File: config.mk
export PLATFORM = sky130hd
export DESIGN_NAME = normal_vector_quantizer
export DESIGN_NICKNAME = d
export VERILOG_FILES = /design/src/rtl/core/nvq_pkg.sv /design/src/rtl/core/nvq_front.sv /design/src/rtl/core/nvq_cell.sv /design/src/rtl/core/normal_vector_quantizer.sv
export VERILOG_INCLUDE_DIRS = /design/src /design/src/rtl/core
export SDC_FILE = /design/constraint.sdc
export NUM_CORES = 2
export LEC_CHECK = 0
export BUFFER_PORTS_ARGS = -buffer_cell sky130_fd_sc_hd__buf_2
export CORE_ASPECT_RATIO = 0.6
export CORE_UTILIZATION = 45
export DETAILED_ROUTE_END_ITERATION = 16
export GPL_ROUTABILITY_DRIVEN = 0
export PLACE_DENSITY = 0.59
export REMOVE_ABC_BUFFERS = 1
export SLEW_MARGIN = 20
export SYNTH_ARGS = -nofsm -noshare
export SYNTH_HDL_FRONTEND = slang
export SYNTH_SLANG_ARGS = --single-unit
export TNS_END_PERCENT = 100
File: constraint.sdc
create_clock -name clk -period 148.9 [get_ports clk]
set_clock_uncertainty 0.1 [all_clocks]
set_input_delay 22.335 -clock clk [delete_from_list [all_inputs] [get_ports clk]]
set_output_delay 22.335 -clock clk [all_outputs]
set_load 0.005 [all_outputs]
File: src/rtl/core/normal_vector_quantizer_macros.svh
// Assertion macros shared by the normal vector quantizer.
`ifndef NORMAL_VECTOR_QUANTIZER_MACROS_SVH
`define NORMAL_VECTOR_QUANTIZER_MACROS_SVH

// Same-cycle implication, checked on every rising edge outside reset.
`define NVQ_ASSERT_NOW(label, clk, rst, cond, expect_cond) \
  label: assert property (@(posedge clk) disable iff (rst) (cond) |-> (expect_cond)) \
    else $error("normal_vector_quantizer: same-cycle check failed");

// Next-cycle implication, checked on every rising edge outside reset.
`define NVQ_ASSERT_NEXT(label, clk, rst, cond, expect_cond) \
  label: assert property (@(posedge clk) disable iff (rst) (cond) |=> (expect_cond)) \
    else $error("normal_vector_quantizer: next-cycle check failed");

`endif

File: src/rtl/core/nvq_pkg.sv
package nvq_pkg;

  // Control bits that travel with each transaction down the chain.
  typedef struct packed {
    logic valid;
    logic flip;
    logic is_null;
  } nvq_ctl_t;

  // Sub-triangle picked at one subdivision level.
  typedef enum logic [1:0] {
    SEC_X      = 2'd0,
    SEC_Y      = 2'd1,
    SEC_Z      = 2'd2,
    SEC_CORNER = 2'd3
  } nvq_sector_t;

  // Number of vector components.
  localparam int unsigned NUM_COMP = 3;

  // Width of the octant field at the bottom of a fresh code.
  localparam int unsigned OCT_BITS = 3;

endpackage

File: src/rtl/core/nvq_front.sv
module nvq_front #(
  parameter int unsigned LEVELS  = 9,
  parameter int unsigned IN_BITS = 16
) (
  input  logic                          clk,
  input  logic                          rst,
  input  logic                          en,
  input  logic                          in_valid,
  input  logic signed [IN_BITS-1:0]     comp_x,
  input  logic signed [IN_BITS-1:0]     comp_y,
  input  logic signed [IN_BITS-1:0]     comp_z,
  output nvq_pkg::nvq_ctl_t             ctl_out,
  output logic [IN_BITS-1:0]            mag_out [nvq_pkg::NUM_COMP],
  output logic [IN_BITS+LEVELS:0]       lo_out  [nvq_pkg::NUM_COMP],
  output logic [IN_BITS+LEVELS:0]       hi_out  [nvq_pkg::NUM_COMP],
  output logic [2*LEVELS+3:0]           code_out
);

  localparam int unsigned NW        = IN_BITS + 1;
  localparam int unsigned SW        = IN_BITS + LEVELS + 1;
  localparam int unsigned CODE_BITS = 2 * LEVELS + 4;

  logic [IN_BITS-1:0] mag [nvq_pkg::NUM_COMP];
  logic [NW-1:0]      norm;
  logic [SW-1:0]      norm_scaled;

  // Magnitudes of the components; the most negative value maps to 2^(IN_BITS-1).
  assign mag[0] = comp_x[IN_BITS-1] ? (~comp_x + 1'b1) : comp_x;
  assign mag[1] = comp_y[IN_BITS-1] ? (~comp_y + 1'b1) : comp_y;
  assign mag[2] = comp_z[IN_BITS-1] ? (~comp_z + 1'b1) : comp_z;

  // L1 norm, and the box top scaled by the norm so later compares need no divide.
  assign norm        = NW'(mag[0]) + NW'(mag[1]) + NW'(mag[2]);
  assign norm_scaled = SW'({norm, {LEVELS{1'b0}}});

  // Control register.
  always_ff @(posedge clk) begin
    if (rst) begin
      ctl_out <= '0;
    end else if (en) begin
      ctl_out.valid   <= in_valid;
      ctl_out.flip    <= 1'b0;
      ctl_out.is_null <= (norm == '0);
    end
  end

  // Payload registers: magnitudes, initial box and octant bits.
  always_ff @(posedge clk) begin
    if (en) begin
      for (int i = 0; i < nvq_pkg::NUM_COMP; i++) begin
        mag_out[i] <= mag[i];
        lo_out[i]  <= '0;
        hi_out[i]  <= norm_scaled;
      end
      code_out <= CODE_BITS'({comp_x[IN_BITS-1], comp_y[IN_BITS-1], comp_z[IN_BITS-1]});
    end
  end

endmodule

File: src/rtl/core/nvq_cell.sv
module nvq_cell #(
  parameter int unsigned LEVELS  = 9,
  parameter int unsigned IN_BITS = 16
) (
  input  logic                    clk,
  input  logic                    rst,
  input  logic                    en,
  input  nvq_pkg::nvq_ctl_t       ctl_in,
  input  logic [IN_BITS-1:0]      mag_in  [nvq_pkg::NUM_COMP],
  input  logic [IN_BITS+LEVELS:0] lo_in   [nvq_pkg::NUM_COMP],
  input  logic [IN_BITS+LEVELS:0] hi_in   [nvq_pkg::NUM_COMP],
  input  logic [2*LEVELS+3:0]     code_in,
  output nvq_pkg::nvq_ctl_t       ctl_out,
  output logic [IN_BITS-1:0]      mag_out [nvq_pkg::NUM_COMP],
  output logic [IN_BITS+LEVELS:0] lo_out  [nvq_pkg::NUM_COMP],
  output logic [IN_BITS+LEVELS:0] hi_out  [nvq_pkg::NUM_COMP],
  output logic [2*LEVELS+3:0]     code_out
);

  localparam int unsigned SW        = IN_BITS + LEVELS + 1;
  localparam int unsigned CODE_BITS = 2 * LEVELS + 4;

  logic [SW:0]   mid_sum [nvq_pkg::NUM_COMP];
  logic [SW-1:0] half    [nvq_pkg::NUM_COMP];
  logic [SW-1:0] scaled  [nvq_pkg::NUM_COMP];
  logic [nvq_pkg::NUM_COMP-1:0] above;
  logic [nvq_pkg::NUM_COMP-1:0] below;
  logic [nvq_pkg::NUM_COMP-1:0] hit;
  logic [nvq_pkg::NUM_COMP-1:0] pick;
  nvq_pkg::nvq_sector_t         sector;
  logic [SW-1:0] lo_next [nvq_pkg::NUM_COMP];
  logic [SW-1:0] hi_next [nvq_pkg::NUM_COMP];
  logic          flip_next;

  // Box midpoints, held scaled by the norm. Boxes are dyadic, so the halving is exact.
  always_comb begin
    for (int i = 0; i < nvq_pkg::NUM_COMP; i++) begin
      mid_sum[i] = {1'b0, lo_in[i]} + {1'b0, hi_in[i]};
      half[i]    = mid_sum[i][SW:1];
      scaled[i]  = SW'({mag_in[i], {LEVELS{1'b0}}});
      above[i]   = scaled[i] > half[i];
      below[i]   = scaled[i] < half[i];
    end
  end

  // Priority pick of the sub-triangle: z first, then y, then x, else the corner.
  assign hit     = ctl_in.flip ? below : above;
  assign pick[2] = hit[2];
  assign pick[1] = !hit[2] && hit[1];
  assign pick[0] = !hit[2] && !hit[1] && hit[0];

  always_comb begin
    if (pick[2]) begin
      sector = nvq_pkg::SEC_Z;
    end else if (pick[1]) begin
      sector = nvq_pkg::SEC_Y;
    end else if (pick[0]) begin
      sector = nvq_pkg::SEC_X;
    end else begin
      sector = nvq_pkg::SEC_CORNER;
    end
  end

  // Box update for the next level. The picked axis keeps its old bound on one side.
  always_comb begin
    for (int i = 0; i < nvq_pkg::NUM_COMP; i++) begin
      if (ctl_in.flip) begin
        lo_next[i] = pick[i] ? lo_in[i] : half[i];
        hi_next[i] = pick[i] ? half[i]  : hi_in[i];
      end else begin
        lo_next[i] = pick[i] ? half[i]  : lo_in[i];
        hi_next[i] = pick[i] ? hi_in[i] : half[i];
      end
    end
    case (sector)
      nvq_pkg::SEC_CORNER: flip_next = !ctl_in.flip;
      nvq_pkg::SEC_X,
      nvq_pkg::SEC_Y,
      nvq_pkg::SEC_Z:      flip_next = ctl_in.flip;
      default:             flip_next = ctl_in.flip;
    endcase
  end

  // Control register.
  always_ff @(posedge clk) begin
    if (rst) begin
      ctl_out <= '0;
    end else if (en) begin
      ctl_out.valid   <= ctl_in.valid;
      ctl_out.flip    <= flip_next;
      ctl_out.is_null <= ctl_in.is_null;
    end
  end

  // Payload registers.
  always_ff @(posedge clk) begin
    if (en) begin
      for (int i = 0; i < nvq_pkg::NUM_COMP; i++) begin
        mag_out[i] <= mag_in[i];
        lo_out[i]  <= lo_next[i];
        hi_out[i]  <= hi_next[i];
      end
      code_out <= {code_in[CODE_BITS-3:0], sector};
    end
  end

endmodule

File: src/rtl/core/normal_vector_quantizer.sv
// Channel | Direction | Handshake           | Payload
// --------+-----------+---------------------+-----------------------------
// input   | in        | in_valid / in_stall | comp_x, comp_y, comp_z
// output  | out       | out_valid/out_stall | code
//
// Each transaction passes through the block in order: one front stage for
// magnitudes and the L1 norm, then one chain cell per subdivision level.
// A new transaction is taken every cycle while the output is not stalled.
// The whole chain advances together; in_stall is high exactly when a result
// waits at the output under out_stall. Synchronous reset empties the chain.
`include "normal_vector_quantizer_macros.svh"

module normal_vector_quantizer #(
  parameter int unsigned LEVELS  = 9,
  parameter int unsigned IN_BITS = 16
) (
  input  logic                      clk,
  input  logic                      rst,
  input  logic                      in_valid,
  output logic                      in_stall,
  input  logic signed [IN_BITS-1:0] comp_x,
  input  logic signed [IN_BITS-1:0] comp_y,
  input  logic signed [IN_BITS-1:0] comp_z,
  output logic                      out_valid,
  input  logic                      out_stall,
  output logic [2*LEVELS+3:0]       code
);

  localparam int unsigned SW        = IN_BITS + LEVELS + 1;
  localparam int unsigned CODE_BITS = 2 * LEVELS + 4;
  localparam logic [CODE_BITS-1:0] NULL_CODE = {4'b1000, {(2 * LEVELS){1'b0}}};

  logic              en;
  nvq_pkg::nvq_ctl_t ctl_chain  [LEVELS+1];
  logic [IN_BITS-1:0] mag_chain [LEVELS+1][nvq_pkg::NUM_COMP];
  logic [SW-1:0]     lo_chain   [LEVELS+1][nvq_pkg::NUM_COMP];
  logic [SW-1:0]     hi_chain   [LEVELS+1][nvq_pkg::NUM_COMP];
  logic [CODE_BITS-1:0] code_chain [LEVELS+1];

  // The chain moves unless a finished result is held back.
  assign out_valid = ctl_chain[LEVELS].valid;
  assign en        = !(out_valid && out_stall);
  assign in_stall  = !en;

  // Front stage: octant bits, magnitudes, norm.
  nvq_front #(
    .LEVELS  (LEVELS),
    .IN_BITS (IN_BITS)
  ) u_front (
    .clk      (clk),
    .rst      (rst),
    .en       (en),
    .in_valid (in_valid),
    .comp_x   (comp_x),
    .comp_y   (comp_y),
    .comp_z   (comp_z),
    .ctl_out  (ctl_chain[0]),
    .mag_out  (mag_chain[0]),
    .lo_out   (lo_chain[0]),
    .hi_out   (hi_chain[0]),
    .code_out (code_chain[0])
  );

  // One cell per subdivision level.
  for (genvar k = 0; k < LEVELS; k++) begin : g_cell
    nvq_cell #(
      .LEVELS  (LEVELS),
      .IN_BITS (IN_BITS)
    ) u_cell (
      .clk      (clk),
      .rst      (rst),
      .en       (en),
      .ctl_in   (ctl_chain[k]),
      .mag_in   (mag_chain[k]),
      .lo_in    (lo_chain[k]),
      .hi_in    (hi_chain[k]),
      .code_in  (code_chain[k]),
      .ctl_out  (ctl_chain[k+1]),
      .mag_out  (mag_chain[k+1]),
      .lo_out   (lo_chain[k+1]),
      .hi_out   (hi_chain[k+1]),
      .code_out (code_chain[k+1])
    );
  end

  // A zero vector gives the null code.
  assign code = ctl_chain[LEVELS].is_null ? NULL_CODE : code_chain[LEVELS];

  // Checks on the chain.
  `NVQ_ASSERT_NOW(a_stall_only_when_held, clk, rst, in_stall, out_valid && out_stall)
  `NVQ_ASSERT_NEXT(a_zero_vector_flagged, clk, rst, in_valid && !in_stall && comp_x == '0 && comp_y == '0 && comp_z == '0, ctl_chain[0].is_null && ctl_chain[0].valid)
  `NVQ_ASSERT_NOW(a_null_bit_alone, clk, rst, out_valid && code[CODE_BITS-1], code[CODE_BITS-2:0] == '0)
  `NVQ_ASSERT_NEXT(a_front_starts_unflipped, clk, rst, en, !ctl_chain[0].flip)

endmodule
# After elaboration in Yosys (flattened, before gate mapping)
# Cells that the tools add are included.
# totals
register_bits	1845
input_bits	52
wordCells	476
# op_classes
add_sub_neg	29
n_lt_le_gt_ge	51
eq_ne	24
mux	175
n_bitwise	3
reduce_logical	70
# ops
cell	n
two-way mux 26 bit	126
adder 26 x 26 -> 27 bit	24
greater-than comparator 25 x 26 -> 1 bit	24
less-than comparator 25 x 26 -> 1 bit	24
greater-than comparator 25 bit	3
two-way mux 25 bit	3
two-way mux 2 bit	26
adder 16 x 1 -> 16 bit (second input constant)	3
two-way mux 16 bit	3
inverter 16 bit	3
equality test 2 bit (second input constant)	16
logical AND 1 bit	28
zero test 1 bit	25
two-way mux 3 bit	8
OR reduction 3 bit	8
two-way mux 22 bit	1
adder 16 x 16 -> 17 bit	1
adder 17 x 16 -> 17 bit	1
zero test 17 bit	1
equality test 2 x 1 -> 1 bit (second input constant)	8
zero test 2 bit	8
one-hot mux 1 bit (2 select lines)	8

# Logic depth before layout (Yosys ltp)
# logic_depth
ltp_word	12
depth_mapped	28
ltp_nobuf	26

# Cells and area by module
# Synthesis repeated with hierarchy kept, for this count alone.
# hier_totals
cells_unflattened	11373
area_unflattened_um2	133832.1
# modules_own_cells
module	instances	cells_each	area_each_um2	seq_area_each_um2
nvq_cell (g_cell[0].u_cell ...)	5	1218	14348.8	6846.6
nvq_cell (g_cell[8].u_cell)	1	1187	14256.2	6846.6
nvq_cell (g_cell[6].u_cell)	1	1161	14133.6	6846.6
nvq_cell (g_cell[1].u_cell)	1	1174	14063.5	6846.6
nvq_cell (g_cell[7].u_cell)	1	1168	13817.0	6846.6
nvq_front	1	567	5654.2	2082.0
normal_vector_quantizer	1	26	163.9	0.0

# Worst setup path after synthesis
# OpenSTA, ideal clock, no wires.
# synth_path
kind	input port to flip-flop
from	in out_stall
to	reg g_cell[0].u_cell.code_out[0] (enable)
arrival_ps	65493
t_required_ps	146216
slack_ps	80723
stages	2
path_cell_list	nand2_1 > clkbuf_1
# synth_between
elab_chain_len	1
# synth_rtl
element	line_no	source
start: declaration	normal_vector_quantizer.sv:25	input logic out_stall,
logical AND 1 bit	normal_vector_quantizer.sv:42	assign en = !(out_valid && out_stall);
end signal: assignment	nvq_cell.sv:103	code_out <= {code_in[CODE_BITS-3:0], sector};
end: declaration	nvq_cell.sv:17	output logic [2*LEVELS+3:0] code_out
# No other way between the ends.
# A chain may end at the register's enable or synchronous reset.

# Worst setup path in the final report
# layout_path
from	in out_stall
to	out in_stall
# layout_between
elab_chain_len	1
# layout_rtl
element	line_no	source
logical AND 1 bit	normal_vector_quantizer.sv:42	
end: declaration	normal_vector_quantizer.sv:20	output logic in_stall,
# No other way between the ends.

==> results.md <==
* Outcome: completed
* Worst skew pair latency at 0.82 ns
* DRT antenna net count at 0
* Die Y at 359.6 um
* Worst hold path depth at 0
* Initial antenna violation count at 4
* Area of the mapped netlist at 95,930 um2
* Max clock buf depth at 4
* Post-CTS setup buffers at 0
* Final setup viols at 0
* Std-Cell Rows at 130
* Drt wl/cell at 20.48 um
* Die width at 598.1 um
* Synth area leader: edfxtp_1
* Detailed Place HPWL at 177.8 mm
* DRT Pass-1 Iters at 6
* Root Buffer: clkbuf_16
* Drt drc at 0
* Met3 Use GR at 0.02241
* CP startpoint kind: input pin
* Setup ws final at 102.89 ns
* Met1 usage at 0.3481
* RR Endpoint: g_cell[7].u_cell.hi_out[56]
* Reg-to-reg slack, setup at 141.62 ns
* WP data required at 126.47 ns
* Mapped Cells at 8,060
* Grt met2 use at 0.2803
* Die Area at 215,100 um2
* Slew headroom at 0.2378
* Post_cts resized at 0
* Final hold vios at 0
* Final Cycle Share at 0.3090
* CP endpoint kind: output port
* CTS Buf Count at 171
* Post-synthesis sequential area ratio at 0.5051
* Number of synthesized flops with an enable pin at 1,595
* CP arrival at 23.58 ns
* Ys flop type: edfxtp_1
* Synth Register Bits at 1,623
* Largest net degree at the start of global routing at 189
* Ys async rst share at 0
* Worst hold start: g_cell[6].u_cell.code_out[5]
* Mean post-synth cell area at 11.90 um2
* Max Fclk at 21.73 MHz
* Slew Limit Fails at 0
* Worst Hold End: g_cell[7].u_cell.code_out[7]
* Layer with the highest usage: met1
* CTS clock-pin slew for the worst setup and hold paths at 0.06 ns
* Overall global routing resource usage at 0.2079
* Hold buffer count at cts at 0
* DR iter-0 viols at 5,458
* CTS tree: yes
* Worst-margin pin slew at 1.129 ns
* Port Buf Inserts at 75
* Max Cap Violations at 0
* Reg2reg start: g_cell[6].u_cell.hi_out[28]
* Synth top area share at 0.4993
* Vias in the first global route at 59,600
* Share of cells above drive strength 1 at 0.1220
* Critical Path Fanout Max at 47
* RSZ-0062 raised after global routing: no
* Worst r2r path cells at 26
* Clock sinks at 1,623
* IO Pins at 76
* First-pass GRT wire length at 350.3 mm
* DP Worst Slack at 102.87 ns
* Worst hold path class: register to register
* Final WL at 228.8 mm
* Worst setup path class: input pin to output port
* Gr ovfl total at 0
* Htree depth at 4
* Fin Setup TNS at 0 ns
* Initial core utilization at 0.4558
* Vias per cell at 5.548
* # diodes at 0
* Dominant cells by area after synthesis: edfxtp_1 50%, ha_1 13%, mux2_2 6.4%
* Final #Nets at 9,266
* Total number of vias at 62,000
* Cell variety after synth at 98
* Final min period at 46.01 ns
* Layout area overhead at 9.850%
* Core Footprint at 210,500 um2
* Synth Warn # at 0
* Crit. Startpoint: out_stall
-- worst max-delay path by stage --
stage	endpoint
after CTS	in_stall
after floorplan	in_stall
after detailed placement	in_stall
after global routing	in_stall
after global placement	in_stall
final	in_stall
-- cell usage after synthesis (all sizes together) (27+ instances only) --
cell	instances
nand2b	71
fa	41
nor2b	129
ha	969
o21ai	527
dfxtp	28
buf	71
a21o	307
a211oi	51
nand3	125
mux2	587
nand2	510
nor4	27
o21bai	80
and2	72
a21oi	536
o21a	100
xnor2	337
nand4	86
edfxtp	1595
xor2	138
a31oi	42
mux2i	60
or3	43
o211ai	27
nor2	353
nor3	114
inv	548
clkbuf	87
o31ai	33
and3	43
-- flip-flops by register name, summed over array words and instances (netlist names) --
signal                  count
u_front.ctl_out             2
g_cell.u_cell.code_out    117
g_cell.u_cell.hi_out      516
u_front.hi_out             17
g_cell.u_cell.mag_out     384
u_front.code_out            3
g_cell.u_cell.lo_out      510
u_front.mag_out            48
g_cell.u_cell.ctl_out      26
-- cell type report --
| type | instances | area, um2 |
|---|---|---|
| well taps | 2838 | 3551 |
| clock inverters | 103 | 1117 |
| repair buffers | 129 | 805.8 |
| multi-input cells | 5731 | 44850 |
| fillers | 18260 | 105100 |
| clock buffers | 202 | 4541 |
| inverters | 548 | 2057 |
| flip-flops and latches | 1623 | 48460 |
-- cell usage in the layout (no fill, tap or decap), types with 41 or more instances in the layout --
cell	instances
edfxtp_1	1595
ha_1	969
inv_1	547
mux2_2	544
a21oi_1	533
nand2_1	509
o21ai_0	498
nor2_1	351
xnor2_1	337
a21o_1	307
clkbuf_16	175
xor2_1	138
nor2b_1	129
nand3_1	124
nor3_1	112
o21a_1	98
nand4_1	86
o21bai_1	80
buf_2	75
and2_1	72
nand2b_1	71
mux2i_1	60
buf_4	52
a211oi_1	49
and3_1	43
or3_1	43
a31oi_1	42
fa_1	41
-- metrics by stage --
| stage | instance area (um2) | hold slack (ns) | std cells | util |
|---|---|---|---|---|
| final | 105400 | 0.3050 | 11170 | 0.5007 |
| after global routing | 105400 | 0.3187 | 11170 | 0.5007 |
| after detailed placement | 99700 | 0.3045 | 10870 | 0.4737 |
| after global placement | 99700 | 0.3009 | 10870 | 0.4737 |
| after floorplan | 95180 | 0.3003 | 7902 | - |
| after CTS | 105400 | 0.3126 | 11170 | 0.5006 |
-- critical path, cell delays in order --
cell	delay (ns)
buf_2	0.11
nand2_4	0.53
inv_1	0.33
buf_2	0.23
-- logic make-up after synthesis --
| group | Yosys count | share of synthesized area |
|---|---|---|
| AO/OA/AOI/OAI | 1936 | 0.1269 |
| AND/OR/NAND/NOR | 1662 | 0.08468 |
| flip-flops | 1623 | 0.5051 |
| adder cells (fa/ha/maj) | 1010 | 0.1349 |
| buffers and inverters | 706 | 0.02926 |
| multiplexers | 647 | 0.07564 |
| XOR/XNOR | 475 | 0.04337 |
| other | 1 | 0.00003909 |
-- layer usage --
layer	vias to the layer above	part of all wire
li1	30550	-
met1	29350	0.54
met2	1801	0.38
met3	296	0.054
met4	0	0.022
met5	-	0
Power is left out: the tool's default activity adds up to more than one toggle a clock period on the data nets, which glitch-free logic cannot reach.
